--- src/pfdr_pkg.sv ---
// shared types and constants of the page frame buffer with dirty-box refresh
package pfdr_pkg;

	// item kinds
	typedef enum logic [1:0] {
		KIND_DRAW    = 2'd0,
		KIND_READ    = 2'd1,
		KIND_CLEAR   = 2'd2,
		KIND_REFRESH = 2'd3
	} kind_t;

	// draw colours
	localparam logic [1:0] COLOR_CLEAR  = 2'd0;
	localparam logic [1:0] COLOR_SET    = 2'd1;
	localparam logic [1:0] COLOR_INVERT = 2'd2;

	// quarter turns of the logical coordinates
	localparam logic [1:0] ROT_0   = 2'd0;
	localparam logic [1:0] ROT_90  = 2'd1;
	localparam logic [1:0] ROT_180 = 2'd2;
	localparam logic [1:0] ROT_270 = 2'd3;

	// refresh stream phases
	localparam logic [1:0] PHASE_PAGE   = 2'd0;
	localparam logic [1:0] PHASE_COL_HI = 2'd1;
	localparam logic [1:0] PHASE_COL_LO = 2'd2;
	localparam logic [1:0] PHASE_DATA   = 2'd3;

	// panel command bytes
	localparam logic [7:0] CMD_PAGE   = 8'hB0;
	localparam logic [7:0] CMD_COL_HI = 8'h10;
	localparam logic [7:0] CMD_COL_LO = 8'h00;

	// controller to datapath commands
	typedef struct packed {
		logic capture;
		logic execute;
		logic sweep;
	} ctl_cmd_t;

	// datapath to controller status
	typedef struct packed {
		logic sweep_end;
	} dp_status_t;

endpackage

--- src/pfdr_ctrl.sv ---
// controller state machine: accept, execute and clearing sweep sequencing
module pfdr_ctrl
	import pfdr_pkg::*;
(
	input  logic       clk,
	input  logic       arst_n,
	input  logic       start,
	input  logic [1:0] kind,
	input  dp_status_t status,
	output ctl_cmd_t   cmd,
	output logic       busy,
	output logic       done
);

	typedef enum logic [1:0] {
		ST_IDLE,
		ST_EXEC,
		ST_CLEAR
	} state_t;

	state_t state_q;
	logic   owe_q;

	// state and pending clear result
	always_ff @(posedge clk or negedge arst_n) begin
		if (!arst_n) begin
			state_q <= ST_CLEAR;
			owe_q   <= 1'b0;
		end else begin
			unique case (state_q)
				ST_IDLE: begin
					if (start) begin
						if (kind == KIND_CLEAR) begin
							state_q <= ST_CLEAR;
							owe_q   <= 1'b1;
						end else begin
							state_q <= ST_EXEC;
						end
					end
				end
				ST_EXEC: begin
					state_q <= ST_IDLE;
				end
				ST_CLEAR: begin
					if (status.sweep_end) begin
						state_q <= ST_IDLE;
						owe_q   <= 1'b0;
					end
				end
				default: begin
					state_q <= ST_IDLE;
				end
			endcase
		end
	end

	// commands to the datapath
	always_comb begin
		cmd.capture = (state_q == ST_IDLE) && start;
		cmd.execute = (state_q == ST_EXEC);
		cmd.sweep   = (state_q == ST_CLEAR);
	end

	// handshake outputs
	assign busy = (state_q != ST_IDLE);
	assign done = (state_q == ST_EXEC) || ((state_q == ST_CLEAR) && status.sweep_end && owe_q);

endmodule

--- config.mk ---
export PLATFORM = sky130hd
export DESIGN_NAME = pfdr_ctrl
export DESIGN_NICKNAME = d
export VERILOG_FILES = /design/src/pfdr_pkg.sv /design/src/pfdr_ctrl.sv
export SDC_FILE = /design/constraint.sdc
export NUM_CORES = 1
export LEC_CHECK = 0
export ABC_AREA = 0
export BUFFER_PORTS_ARGS = -buffer_cell sky130_fd_sc_hd__clkbuf_2
export CORE_AREA = 5 5 42 44
export CTS_CLUSTER_DIAMETER = 120
export DETAILED_ROUTE_END_ITERATION = 10
export DIE_AREA = 0 0 47 49
export HOLD_SLACK_MARGIN = 0.06
export PLACE_DENSITY_LB_ADDON = 0.08
export SYNTH_ARGS = -nofsm -noshare
export SYNTH_HDL_FRONTEND = slang
export SYNTH_SLANG_ARGS = --single-unit
--- constraint.sdc ---
create_clock -name clk -period 2.3 [get_ports clk]
set_clock_uncertainty 0.15 [all_clocks]
set_input_delay 0 -clock clk [delete_from_list [all_inputs] [get_ports clk]]
set_output_delay 0 -clock clk [all_outputs]
set_load 0.1 [all_outputs]
## Word level (Yosys, flattened, before mapping)

Cells that the tools add are included.

- Flip-flop bits (word level): 3
- Output and inout bits: 5
- Logic and storage cells: 25

- Reductions and logical operators: 9
- Eq/ne operators: 6
- Multiplexer cells: 8

Operators by type and width:

| operator | number |
|---|---|
| 2-bit 2-to-1 mux | 3 |
| 2-bit != test (second input constant) | 3 |
| 2-bit equality test (second input constant) | 2 |
| 2-bit case mux with 2 select lines | 1 |
| 4-bit AND reduction | 1 |
| 2-bit nonzero test | 2 |
| 1-bit logical AND | 3 |
| 1-bit 2-to-1 mux | 3 |
| 2-bit by 1-bit equality test with 1-bit output (second input constant) | 1 |
| 2-bit zero test | 1 |
| 1-bit case mux with 2 select lines | 1 |
| 2-bit AND reduction | 1 |
| 1-bit logical OR | 1 |

## Longest topological paths before layout

Gate-level depths: netlist of run 1.

- Depth in word-level cells: 4
- Gate-level depth with buffers: 2
- Gate-level depth less buffers: 2

## Worst setup path before layout of run 1

No wires, ideal clock.

- Kind: reg-to-output
- Start: register state_q[0]
- End: output done
- Path slack: -0.549 ns
- Path buffers: 0
- Stages on the path, launching flop included: 3
- Data arrival time: 2.699 ns
- Cells stage by stage: dfrtp_1 > nor2b_1 > a31o_1

RTL lines:

| what | RTL line | text |
|---|---|---|
| start, declared | pfdr_ctrl.sv:21 | `state_t state_q;` |
| start signal, assigned | pfdr_ctrl.sv:27 | `state_q <= ST_CLEAR;` |
| start signal, assigned | pfdr_ctrl.sv:34 | `state_q <= ST_CLEAR;` |
| start signal, assigned | pfdr_ctrl.sv:37 | `state_q <= ST_EXEC;` |
| end, declared | pfdr_ctrl.sv:12 | `output logic done` |

## Final worst setup path of run 1

- Start: register state_q[1]
- End: output done

- Cells in the longest elaborated chain, start to end: 4
- Elaborated cells between the ends (all ways): 5
- Classes of those cells: eq/ne: 2; reduce/logical: 3

Ends and longest elaborated chain:

| what | RTL line | text |
|---|---|---|
| 2-bit equality test | pfdr_ctrl.sv:66 | `assign done = (state_q == ST_EXEC) \|\| ((state_q == ST_CLEAR) && status.sweep_end && owe_q);` |
| 1-bit logical AND (2 in a row) | pfdr_ctrl.sv:66 |  |
| 1-bit logical OR (*) | pfdr_ctrl.sv:66 |  |

Mark *: on every way between the ends. The rest lies on a longest branch, timed or not.

==> flow_summary.ini, run 1 <==
[route]
drt_iter0_drc = 0
wl_met3_um = 56
wl_per_cell_um = 9.24
maxUsedRoutingLayer = met4
wl_met1_um = 211
met2_length_um = 223
vias = 208
first_pass_iters = 1
drc = 0
routed_via_density = 3.78
antenna_left = 0
drt-total-wl_um = 508

[setup_path]
arrival_ns = 1.62
max_stage_delay_ns = 0.59
cp_data_required_time_ns = 2.15
end_kind = output pin
crit_chain = nor2b_4 > a31o_1 > clkbuf_2
startpoint = state_q[1]$_DFFE_PN1P_
reg2reg_to = owe_q$_DFFE_PN0P_
crit_path_top_delay_cell = dfstp_2
crit_fanout = 7
worst_setup_path_start_kind = register
worst-r2r-cell-count = 3
r2r_setup_slack_ns = 0.62
crit_type = reg2out
crit-reg2reg-launch = state_q[1]$_DFFE_PN1P_

[placed_design]
dp_cells = 43
gp_congestion = 0.645
place_area_um2 = 267
io_buffers = 10
hpwl_um = 380

[global_routing]
grt_overflow = 0
grt_pass1_wl_um = 786
grt_pass1_vias = 194
grt_start_max_net_pins = 8
grt_use_total_pct = 5.01
grt_antenna_before_repair = 0

[cells_and_area]
syn2layout_area_growth_pct = 92.3
final_common_cell = clkbuf_2
multi_input_area_um2 = 113
nets = 46
instances_no_fill = 55
antenna_cells = 0
fin_area_um2 = 373
regArea_um2 = 76.3
fillers = 169
drive_gt1_share_pct = 46.2
final_cell_mix = clkbuf_2 (10), dlygate4sd3_1 (8), clkbuf_4 (3)

[clock_tree]
cts_sinks = 3
clkSlewWorstSetupHoldPaths_ns = 0.04
clk_latency_ns = 0.23
ctsLongestPathBuffers = 2
root_buffer = clkbuf_4
cts_setup_buffers = 0
cts_buffers = 3
cts_tree = done
htree_num_levels = 1

[power_and_ir_drop]
power_leakage_nw = 0.170
p_per_area_nw_per_um2 = 822
vdd_ir_drop_max_v = 0.000306
power.total_mw = 0.306

[floorplanning]
num_rows = 14
num_io_pins = 11
coreArea_um2 = 1400
die-area_um2 = 2300
dieHeight_um = 49
die_w_um = 47
initial_core_util_pct = 13.8

[timing]
drv_slew = 0
setup_tns_ns = 0
post-route-min-period_ns = 1.77
slew_headroom_pct = 64.0
rsz0062_at_grt = no
setup_violations = 0
hold_violations = 0
worst_slew_pin_slew_ns = 0.542
fmax_mhz = 565
period_share_pct = 77.0

[logic_synthesis]
seq_area_frac_synth_pct = 39.4
syn_area_per_cell_um2 = 11.4
ys_ff_latch = 3
netlist_instances = 17
synth_cell_types = 13
syn-cell-area_um2 = 194
synth_nets = 23
yosysWarnings = 0

[hold_path]
hold_class = in2async

[flow_run]
max_cap_violations = 0

[run_status]
status = complete, no violations
==> how the worst max path moves through the flow <==
stage | slack (ns) | cells after the start | to
2_1_floorplan | 0.006 | 2 | done
3_3_place_gp | 0.78 | 3 | done
3_5_place_dp | 0.77 | 3 | done
4_1_cts | 0.51 | 3 | done
5_1_grt | 0.46 | 3 | done
6_report | 0.53 | 3 | done
==> timing repair <==
action | 4_1_cts | 5_1_grt
gates resized for setup | 0 | 0
hold buffers | 8 | 0
hold endpoints to repair | 6 | 0
==> cells in the mapped netlist <==
cell,n,area share [%]
a21boi_1,1,3.9
a21oi_1,1,2.6
inv_1,2,3.9
nand4bb_1,2,12
dfstp_2,1,14
a221oi_2,1,7.7
nor2b_4,1,7.1
nand2b_1,1,3.2
nor3b_2,1,6.5
a31o_1,1,4.5
or2_1,1,3.2
dfrtp_1,2,26
nor2b_1,2,6.5
==> sequential cells by signal (all words and copies together), names as in the netlist <==
| signal | flops |
|---|---|
| owe_q | 1 |
| state_q | 2 |
==> cell families (layout without fill, tap and decap cells) <==
family	after synthesis	count (layout)	synth area share [%]
compound gates	4	4	18.7
flops	3	3	39.4
buf+inv	2	24	3.87
simple gates	8	8	38.1
==> power breakdown <==
group          switching [mW]  leakage [nW]  internal (mW)
combinational          0.0912         0.120         0.0457
sequential             0.0114        0.0352         0.0646
clock                  0.0284        0.0150         0.0651
==> area by class of cell <==
class / instances / share of cell area (%)
timing repair buffer: 18 / 34.9
multi-input combinational: 12 / 30.2
sequential: 3 / 20.5
clock buffer: 4 / 7.05
tap: 16 / 5.37
inverter: 2 / 2.01
==> layer usage <==
layer	up-vias	GRT usage (%)
met5	-	0
met4	0	5.53
met3	2	2.21
met2	8	5.88
met1	94	5.97
li1	104	-
==> worst max-delay path: cells and delay by family (launching register included) <==
family	cells	cell delay (ns)
AOI/OAI and AO/OA	1	0.15
buffers and inverters	1	0.45
DFF	1	0.59
and+or+nand+nor	1	0.20
==> through the flow <==
stage	worst slack [ns]	hold slack [ns]	util [%]
after floorplan	0.00647	-0.446	-
after global placement	0.779	-0.351	19.0
after detailed placement	0.767	-0.350	19.0
after CTS	0.509	0.0860	26.6
after global routing	0.461	0.111	26.6
final	0.530	0.0948	26.6
Power figures use the tool's default switching activity.
==> run 2, diff against run 1 <==
==> constraint.sdc (replaced) <==
create_clock -name clk -period 1.7 [get_ports clk]
set_clock_uncertainty 0.15 [all_clocks]
set_input_delay 0 -clock clk [delete_from_list [all_inputs] [get_ports clk]]
set_output_delay 0 -clock clk [all_outputs]
set_load 0.1 [all_outputs]
==> run 2 against run 1 <==
- final cell count did not move
- clock-buffer cell count stayed put
- combinational power is 46% higher
- critical endpoint is now state_q[0]$_DFFE_PN0P_
- critical path depth stayed put
==> flow_summary.ini, run 2 (same netlist as run 1, synthesis figures left out) <==
[run_status]
status = complete, no violations

[clock_tree]
htree_num_levels = 1
clkSlewWorstSetupHoldPaths_ns = 0.04
cts_sinks = 3
clk_latency_ns = 0.23
ctsLongestPathBuffers = 2
cts_tree = done
root_buffer = clkbuf_4
cts_setup_buffers = 0
cts_buffers = 3

[power_and_ir_drop]
internal_power_mw = 0.250
power_leakage_nw = 0.185
switching_share_pct = 41.8
p_sw_mw = 0.180
comb_power_share_pct = 46.4
power.total_mw = 0.430
p_per_area_nw_per_um2 = 1010
vdd_ir_drop_max_v = 0.000330
clockPowerShare_pct = 28.4
power_frac_seq_pct = 25.2

[placed_design]
dp_cells = 43
hpwl_um = 403
gp_congestion = 0.642
io_buffers = 10

[global_routing]
grt_pass1_wl_um = 890
grt_antenna_before_repair = 0
grt_pass1_vias = 213
grt_start_max_net_pins = 8
use_met3_pct = 1.11
grt_use_total_pct = 5.43
grt_busiest_layer = met1
grt_overflow = 0
use_met2_pct = 6.56
use_met1_pct = 7.30

[hold_path]
hold_class = in2async

[cells_and_area]
largest_reg_flops = 2
final_common_cell = dlygate4sd3_1
top_regs = state_q (2), owe_q (1)
syn2layout_area_growth_pct = 120
nets = 46
antenna_cells = 0
instances_no_fill = 55
drive_gt1_share_pct = 51.3
regMostFlops = state_q
final_cell_mix = dlygate4sd3_1 (8), clkbuf_2 (7), clkbuf_4 (3)

[setup_path]
crit_fanout = 7
crit_chain = nor3b_4 > a21boi_1 > dlygate4sd3_1
worst_setup_path_start_kind = register
end_kind = register
arrival_ns = 1.58
max_stage_delay_ns = 0.62
crit_path_top_delay_cell = dfstp_2
crit_type = reg2reg
cp_data_required_time_ns = 1.66

[floorplanning]
dieHeight_um = 49
initial_core_util_pct = 13.8
num_io_pins = 11
die_w_um = 47
coreArea_um2 = 1400
num_rows = 14
die-area_um2 = 2300

[route]
vias = 210
drt_iter0_drc = 2
antenna_left = 0
drt-total-wl_um = 508
drc = 0
routed_via_density = 3.82
first_pass_iters = 2
wl_per_cell_um = 9.24

[timing]
period_share_pct = 95.2
post-route-min-period_ns = 1.62
worst_slew_pin_slew_ns = 0.541
hold_violations = 0
rsz0062_at_grt = no
fmax_mhz = 618
slew_headroom_pct = 64.1
drv_slew = 0
setup_violations = 0

[flow_run]
max_cap_violations = 0
==> run 2: cell count changes in the layout (fill, tap and decap cells not counted) <==
cell      change
clkbuf_2      -3
buf_12        +2
a31o_1        -1
a31o_4        +1
buf_4         +1
dfrtp_1       -1
dfrtp_2       +1
nor2b_2       -1
nor2b_4       +1
nor3b_2       -1
nor3b_4       +1
==> run 2: layout make-up <==
cell class	count	area (um^2)
multi-input cells	12	133
inverters	2	7.51
flip-flops and latches	3	77.6
repair buffers	18	163
fillers	147	975
clock buffers	4	26.3
well taps	16	20.0
==> run 2: metal layers <==
layer  vias up  wire length, um
met5         -                0
met4         0                0
met3         0               48
met2         8              249
met1        96              210
li1        106                -
==> run 2: metrics by stage <==
| stage | util (%) | hold WS, ns | setup TNS, ns | setup slack, ns | area [um^2] |
|---|---|---|---|---|---|
| 3_5_place_dp | 22.9 | -0.353 | 0 | 0.341 | 320 |
| 6_report | 30.4 | 0.108 | 0 | 0.0816 | 427 |
| 3_3_place_gp | 22.9 | -0.350 | 0 | 0.346 | 320 |
| 2_1_floorplan | - | -0.446 | -0.151 | -0.0889 | 218 |
| 4_1_cts | 30.4 | 0.103 | 0 | 0.0625 | 427 |
| 5_1_grt | 30.4 | 0.119 | 0 | 0.0214 | 427 |
==> run 2: power groups by stage <==
stage | combinational, mW | clock [mW] | sequential [mW]
3_3_place_gp | 0.187 | 0 | 0.109
5_1_grt | 0.211 | 0.133 | 0.112
3_5_place_dp | 0.187 | 0 | 0.110
4_1_cts | 0.203 | 0.130 | 0.109
6_report | 0.200 | 0.122 | 0.108
2_1_floorplan | 0.143 | 0 | 0.105
==> run 2: critical path: cells and delay by family (launching register included) <==
kind / cells / cell delay [ns]
AOI/OAI and AO/OA: 1 / 0.12
buffers and inverters: 1 / 0.54
DFF: 1 / 0.62
and+or+nand+nor: 1 / 0.07
==> run 2: final timing paths <==
check,from,slack (ns),endpoint,depth (start not counted)
min in group clk,state_q[0]$_DFFE_PN0P_,0.37,state_q[1]$_DFFE_PN1P_,1
max,state_q[1]$_DFFE_PN1P_,0.08,state_q[0]$_DFFE_PN0P_,3
max in group asynchronous,arst_n,0.76,state_q[0]$_DFFE_PN0P_,3
min,arst_n,0.11,state_q[1]$_DFFE_PN1P_,2
max reg2reg,state_q[1]$_DFFE_PN1P_,0.08,state_q[0]$_DFFE_PN0P_,3
min reg2reg,state_q[0]$_DFFE_PN0P_,0.37,state_q[1]$_DFFE_PN1P_,1
==> run 2: timing repair <==
| action | in CTS | in global routing |
|---|---|---|
| resized for setup | 0 | 0 |
| endpoints found under the hold margin | 6 | 0 |
| hold buffers | 8 | 0 |
